**src/mdu_pkg.sv**
```systemverilog
// ----------------------------------------------------------------------------
// Multiply/divide unit package
// Shared widths, operation codes and the sequencer-to-datapath control beat.
// ----------------------------------------------------------------------------
package mdu_pkg;

  // Operand and result width, and the width of the bit counter.
  localparam int DATA_W = 16;
  localparam int CNT_W  = $clog2(DATA_W);

  // Operation codes carried on the input channel.
  localparam logic [2:0] OP_SDIV = 3'd0;
  localparam logic [2:0] OP_SMOD = 3'd1;
  localparam logic [2:0] OP_UDIV = 3'd2;
  localparam logic [2:0] OP_UMOD = 3'd3;
  localparam logic [2:0] OP_MUL  = 3'd4;

  // Control strobes from the sequencer to the datapath.
  typedef struct packed {
    logic load;    // capture operands at the input beat
    logic step;    // one quotient or product bit
    logic finish;  // result is taken into the output register
  } mdu_ctrl_t;

endpackage

```
**src/mdu_seq.sv**
```systemverilog
// ----------------------------------------------------------------------------
// Multiply/divide sequencer
// Walks one item through load, one bit step per cycle, and the final fix-up.
// ----------------------------------------------------------------------------
module mdu_seq
  import mdu_pkg::*;
(
  input  logic      clk,
  input  logic      rst_n,
  input  logic      in_fire,
  input  logic      out_free,
  output logic      busy,
  output mdu_ctrl_t ctrl
);

  localparam logic [1:0] ST_IDLE = 2'd0;
  localparam logic [1:0] ST_RUN  = 2'd1;
  localparam logic [1:0] ST_FIX  = 2'd2;

  localparam logic [CNT_W-1:0] CNT_LAST = CNT_W'(DATA_W - 1);

  logic [1:0]       state_r, state_nxt;
  logic [CNT_W-1:0] cnt_r, cnt_nxt;

  // Next state and bit counter.
  always_comb begin
    state_nxt = state_r;
    cnt_nxt   = cnt_r;
    unique case (state_r)
      ST_IDLE: begin
        if (in_fire) begin
          state_nxt = ST_RUN;
          cnt_nxt   = '0;
        end
      end
      ST_RUN: begin
        cnt_nxt = cnt_r + CNT_W'(1);
        if (cnt_r == CNT_LAST) begin
          state_nxt = ST_FIX;
        end
      end
      ST_FIX: begin
        if (out_free) begin
          state_nxt = ST_IDLE;
        end
      end
      default: begin
        state_nxt = ST_IDLE;
      end
    endcase
  end

  always_ff @(posedge clk) begin
    if (!rst_n) begin
      state_r <= ST_IDLE;
      cnt_r   <= '0;
    end else begin
      state_r <= state_nxt;
      cnt_r   <= cnt_nxt;
    end
  end

  // Strobes for the datapath.
  assign busy        = (state_r != ST_IDLE);
  assign ctrl.load   = in_fire;
  assign ctrl.step   = (state_r == ST_RUN);
  assign ctrl.finish = (state_r == ST_FIX) && out_free;

endmodule

```
**src/mdu_dp.sv**
```systemverilog
// ----------------------------------------------------------------------------
// Multiply/divide datapath
// Bit-serial restoring divide and shift-add multiply on shared shift registers.
// ----------------------------------------------------------------------------
module mdu_dp
  import mdu_pkg::*;
(
  input  logic              clk,
  input  mdu_ctrl_t         ctrl,
  input  logic [2:0]        operation,
  input  logic [DATA_W-1:0] operand_a,
  input  logic [DATA_W-1:0] operand_b,
  output logic [DATA_W-1:0] result,
  output logic              divide_by_zero
);

  logic [2:0]        op_r;
  logic              neg_q_r, neg_r_r, dz_r;
  logic [DATA_W-1:0] div_r;   // divisor magnitude or multiplicand
  logic [DATA_W-1:0] quo_r;   // dividend shifting out, quotient shifting in
  logic [DATA_W-1:0] rem_r;   // partial remainder or product accumulator

  logic [DATA_W-1:0] quo_nxt, rem_nxt;
  logic              is_signed, na, nb;
  logic [DATA_W-1:0] mag_a, mag_b;
  logic [DATA_W:0]   trial;
  logic [DATA_W-1:0] addend, sel, sel_neg;
  logic              take_quo, do_neg, is_div;

  // Operand magnitudes for the signed operations at the input beat.
  always_comb begin
    is_signed = (operation == OP_SDIV) || (operation == OP_SMOD);
    na        = is_signed && operand_a[DATA_W-1];
    nb        = is_signed && operand_b[DATA_W-1];
    mag_a     = na ? (~operand_a + DATA_W'(1)) : operand_a;
    mag_b     = nb ? (~operand_b + DATA_W'(1)) : operand_b;
  end

  // One bit per step: trial subtract for divide, shift-add for multiply.
  always_comb begin
    trial  = {rem_r, quo_r[DATA_W-1]} - {1'b0, div_r};
    addend = quo_r[DATA_W-1] ? div_r : '0;
    if (op_r == OP_MUL) begin
      rem_nxt = {rem_r[DATA_W-2:0], 1'b0} + addend;
      quo_nxt = {quo_r[DATA_W-2:0], 1'b0};
    end else if (!trial[DATA_W]) begin
      rem_nxt = trial[DATA_W-1:0];
      quo_nxt = {quo_r[DATA_W-2:0], 1'b1};
    end else begin
      rem_nxt = {rem_r[DATA_W-2:0], quo_r[DATA_W-1]};
      quo_nxt = {quo_r[DATA_W-2:0], 1'b0};
    end
  end

  always_ff @(posedge clk) begin
    if (ctrl.load) begin
      op_r    <= operation;
      neg_q_r <= na ^ nb;
      neg_r_r <= na;
      dz_r    <= (operation <= OP_UMOD) && (operand_b == '0);
      div_r   <= (operation == OP_MUL) ? operand_b : mag_b;
      quo_r   <= (operation == OP_MUL) ? operand_a : mag_a;
      rem_r   <= '0;
    end else if (ctrl.step) begin
      rem_r <= rem_nxt;
      quo_r <= quo_nxt;
    end
  end

  // Sign fix-up and result selection.
  always_comb begin
    take_quo = 1'b0;
    do_neg   = 1'b0;
    is_div   = 1'b1;
    unique case (op_r)
      OP_SDIV: begin
        take_quo = 1'b1;
        do_neg   = neg_q_r;
      end
      OP_SMOD: begin
        do_neg = neg_r_r;
      end
      OP_UDIV: begin
        take_quo = 1'b1;
      end
      OP_UMOD: begin
        take_quo = 1'b0;
      end
      OP_MUL: begin
        take_quo = 1'b0;
      end
      default: begin
        is_div = 1'b0;
      end
    endcase
    sel     = take_quo ? quo_r : rem_r;
    sel_neg = do_neg ? (~sel + DATA_W'(1)) : sel;
    result  = (dz_r || !is_div) ? '0 : sel_neg;
  end

  assign divide_by_zero = dz_r;

endmodule

```
**src/int16_mul_div_unit_top.sv**
```systemverilog
// ----------------------------------------------------------------------------
// 16-bit integer multiply/divide unit
// Signed and unsigned divide and remainder, and low-half multiply.
// ----------------------------------------------------------------------------
// The unit takes one beat at a time and returns one result beat for it. An
// item occupies the unit from its input beat to its result sitting in the
// output register: in the run state the shared shift registers produce one
// quotient or product bit per step, and then the fix-up state applies the
// sign and, once the output register is free, takes the result into it;
// only then is the next input beat taken, so one item is in flight at a
// time. A finished result waits in the output register while the next
// item is accepted. Division by zero gives a result of zero with
// divide_by_zero set, and unused operation codes give zero.
module int16_mul_div_unit_top
  import mdu_pkg::*;
(
  input  logic              clk,
  input  logic              rst_n,
  input  logic              in_valid,
  output logic              in_stall,
  input  logic [2:0]        in_operation,
  input  logic [DATA_W-1:0] in_operand_a,
  input  logic [DATA_W-1:0] in_operand_b,
  output logic              out_valid,
  input  logic              out_stall,
  output logic [DATA_W-1:0] out_result,
  output logic              out_divide_by_zero
);

  mdu_ctrl_t         ctrl;
  logic              busy, in_fire, out_free;
  logic [DATA_W-1:0] dp_result;
  logic              dp_dz;
  logic              out_valid_r, out_valid_nxt;
  logic [DATA_W-1:0] out_result_r;
  logic              out_dz_r;

  // Input handshake: one item in flight at a time.
  assign in_stall = busy;
  assign in_fire  = in_valid && !busy;
  assign out_free = !out_valid_r || !out_stall;

  mdu_seq u_seq (
    .clk      (clk),
    .rst_n    (rst_n),
    .in_fire  (in_fire),
    .out_free (out_free),
    .busy     (busy),
    .ctrl     (ctrl)
  );

  mdu_dp u_dp (
    .clk            (clk),
    .ctrl           (ctrl),
    .operation      (in_operation),
    .operand_a      (in_operand_a),
    .operand_b      (in_operand_b),
    .result         (dp_result),
    .divide_by_zero (dp_dz)
  );

  // Output register holds the result beat until it is taken.
  always_comb begin
    if (ctrl.finish) begin
      out_valid_nxt = 1'b1;
    end else if (out_stall) begin
      out_valid_nxt = out_valid_r;
    end else begin
      out_valid_nxt = 1'b0;
    end
  end

  always_ff @(posedge clk) begin
    if (!rst_n) begin
      out_valid_r <= 1'b0;
    end else begin
      out_valid_r <= out_valid_nxt;
    end
  end

  always_ff @(posedge clk) begin
    if (ctrl.finish) begin
      out_result_r <= dp_result;
      out_dz_r     <= dp_dz;
    end
  end

  assign out_valid          = out_valid_r;
  assign out_result         = out_result_r;
  assign out_divide_by_zero = out_dz_r;

endmodule
```
**config.mk**
```make
export PLATFORM = sky130hd
export DESIGN_NAME = int16_mul_div_unit_top
export DESIGN_NICKNAME = d
export VERILOG_FILES = /design/src/mdu_pkg.sv /design/src/mdu_seq.sv /design/src/mdu_dp.sv /design/src/int16_mul_div_unit_top.sv
export SDC_FILE = /design/constraint.sdc
export NUM_CORES = 1
export LEC_CHECK = 0
export ABC_CLOCK_PERIOD_IN_PS = 6200
export BUFFER_PORTS_ARGS = -buffer_cell sky130_fd_sc_hd__buf_2
export CORE_AREA = 3 3 98 100
export CTS_BUF_LIST = sky130_fd_sc_hd__clkbuf_8 sky130_fd_sc_hd__clkbuf_16
export DETAILED_ROUTE_END_ITERATION = 12
export DIE_AREA = 0 0 101 103
export PLACE_DENSITY_LB_ADDON = 0.3
export RECOVER_POWER = 100
export SLEW_MARGIN = 20
export SYNTH_ARGS = -nofsm -noshare
export SYNTH_HDL_FRONTEND = slang
export SYNTH_SLANG_ARGS = --single-unit
```
**constraint.sdc**
```tcl
create_clock -name clk -period 6.2 [get_ports clk]
set_clock_uncertainty 0.05 [all_clocks]
set_input_delay 0.93 -clock clk [delete_from_list [all_inputs] [get_ports clk]]
set_output_delay 0.93 -clock clk [all_outputs]
set_load 0.02 [all_outputs]
```
==> results.ini <==
[clock_network]
clkLatencyLatePin_ns = 0.36
cts-root-buf = clkbuf_8
clk_pin_slew_ns = 0.09
cts_max_path_buffers = 2
htreeDepth = 3
cts_tree = yes
cts.sinks = 78
ctsHoldBuffers = 0
postCtsResizedCells = 0
cts_buffers = 9
cts_setup_buffers = 0

[route]
post_drt_wl_per_cell_um = 17.4
first_pass_iters = 7
viasPerCell = 6.22
wl_mm = 13.9
drc = 0
vias = 4983
first_iter_violations = 363
ant_nets = 0

[power]
sw_frac_of_total_pct = 37.0
vdd_drop_max_uv = 117
clkPwrFrac_pct = 22.9
p_sw_w = 0.000581
p_int_w = 0.000988
leakagePower_nw = 2.46
power_frac_seq_pct = 42.9
power_density_nw_per_um2 = 254
combinationalPowerShare_pct = 34.2

[placed_design]
routabilityCongestion = 0.902
post-dp-hpwl_mm = 10.7
portBuffers = 57

[finish]
nets = 764
drive_gt1_share_pct = 8.66
layout_commonest_cell = nor2_1
antenna_cells = 0
layout_common_cells = nor2_1 (62), nand2_1 (57), edfxtp_1 (55)
synthToLayoutAreaGrowth_pct = 7.83

[critical_path]
slowest_stage = xnor2_1
cp-end-kind = register
crit_chain = inv_1 > ha_1 > fa_1 > nand2b_1 > a21oi_1 > o21ai_0 > o21ai_0 > o311a_2 > xnor2_1 > mux2i_1 > o221ai_1
crit_path_max_incr_delay_ns = 1.33
cp.required_ns = 6.37
critPathKind = register to register
critPathLaunchType = register
crit_path_max_fanout = 15
crit_top_cell = o21ai_0
crit_arrival_ns = 4.39
crit_family = XOR/XNOR gates
cp_num_buf_inv = 1

[sta]
setup_tns_ns = 0
post-route-min-period_ns = 4.22
hold_ws_ns = 0.448
drv_slew = 78
hold_viol = 0
max_slew_margin_pct = -17.2
rsz0062_at_grt = false
worstMarginPinSlew_ns = 1.75
max_freq_mhz = 237
period_share_pct = 68.1
finalSetupViolCount = 0

[logic_synthesis]
yosysWarnings = 0
syn_area_um2 = 5740
syn_avg_cell_area_um2 = 9.02
synth_edf_count = 55
syn_nets = 712
synthCells = 636
synth-main-ff-cell = edfxtp_1
async_reset_ff_share_pct = 0
ys_types = 68
ys_seq_elements = 78
ys_seq_area_share_pct = 36.8

[global_route]
grt_pass1_wl_mm = 22.1
grt.overflow.total = 0
grt_use_total_pct = 27.0
grt_pass1_vias = 4712
antenna_found_initial = 0
grt_max_degree = 36

[run]
drv_cap = 3

[outcome]
status = finished with violations
violations = max-capacitance violations, max-slew violations

[min_path]
hold_class = register to register

[floorplan]
boundaryPins = 58
dieHeight_um = 103
core_area_um2 = 8760
core.rowCount = 34
initial_core_util_pct = 65.5
die_area_um2 = 10400
die-width_um = 101

## cells by family after synthesis
logic type / Yosys count / share of synthesized area [%]
xor gates and xnor gates: 69 / 11.0
AOI/OAI and AO/OA: 172 / 19.0
adders and majority gates: 37 / 8.33
DFF: 78 / 36.8
buffers and inverters: 56 / 3.88
and+or+nand+nor: 195 / 15.9
muxes: 29 / 5.10
## through the flow
stage	instances	utilization (%)	worst slack (ns)	instance area (um2)	total power, W
after CTS	801	71.7	2.90	6280	0.00157
after floorplan	636	-	3.29	5740	0.00108
after detailed placement	785	69.6	2.91	6100	0.00122
after global placement	785	69.6	3.02	6100	0.00120
final	801	70.6	1.98	6190	0.00157
after global routing	801	70.6	1.58	6190	0.00165
## state kept, by name, indices dropped and copies added, names as in the netlist
signal	cells
u_dp.neg_q_r	1
u_dp.op_r	3
u_seq.state_r	2
u_dp.divide_by_zero	1
u_dp.quo_r	16
out_valid	1
u_seq.cnt_r	4
u_dp.neg_r_r	1
out_result	16
out_divide_by_zero	1
u_dp.div_r	16
u_dp.rem_r	16
## final cells by class
class                   count  area [um2]
clock inverters             7        55.1
clock buffers               9         124
flip-flops and latches     78        2110
inverters                  36         135
fillers                   679        2580
repair buffers             61         270
multi-input cells         502        3360
well taps                 108         135
## cell usage after synthesis, types with 10 or more instances
cell / number / share of area [%]
xor2_1: 32 / 4.9
clkbuf_1: 14 / 0.92
nand3_1: 13 / 1.1
a22oi_1: 11 / 1.4
nand2_1: 57 / 3.7
ha_1: 35 / 7.6
inv_1: 36 / 2.4
a21oi_1: 48 / 4.2
nor3_1: 12 / 1.0
xnor2_1: 35 / 5.3
and2_1: 10 / 1.1
mux2i_1: 27 / 4.7
dfxtp_1: 23 / 8.0
nor2_1: 62 / 4.1
o21ai_0: 41 / 3.6
edfxtp_1: 55 / 29
## power groups by stage
stage | combinational, W | sequential, W | clock, W
2_1_floorplan | 0.000425 | 0.000656 | 0
3_3_place_gp | 0.000517 | 0.000680 | 0
3_5_place_dp | 0.000537 | 0.000681 | 0
4_1_cts | 0.000542 | 0.000670 | 0.000361
5_1_grt | 0.000592 | 0.000676 | 0.000382
6_report | 0.000537 | 0.000673 | 0.000359
## path summary, 6_finish.rpt
| kind | start | end | slack, ns | cells after the start |
|---|---|---|---|---|
| setup / recovery | u_dp.quo_r[15] | u_dp.rem_r[2] | 1.98 | 11 |
| hold / removal | u_dp.divide_by_zero | out_divide_by_zero | 0.45 | 0 |
| setup reg to reg | u_dp.quo_r[15] | u_dp.rem_r[2] | 1.98 | 11 |
| hold reg to reg | u_dp.divide_by_zero | out_divide_by_zero | 0.45 | 0 |
## metal layers
layer | GRT usage (%) | vias up | routed length [um]
li1 | - | 2405 | -
met1 | 33.9 | 2291 | 5790
met2 | 46.5 | 249 | 6640
met3 | 4.87 | 38 | 1110
met4 | 10.8 | 0 | 381
met5 | 0 | - | 0
Power figures use the tool's default switching activity.
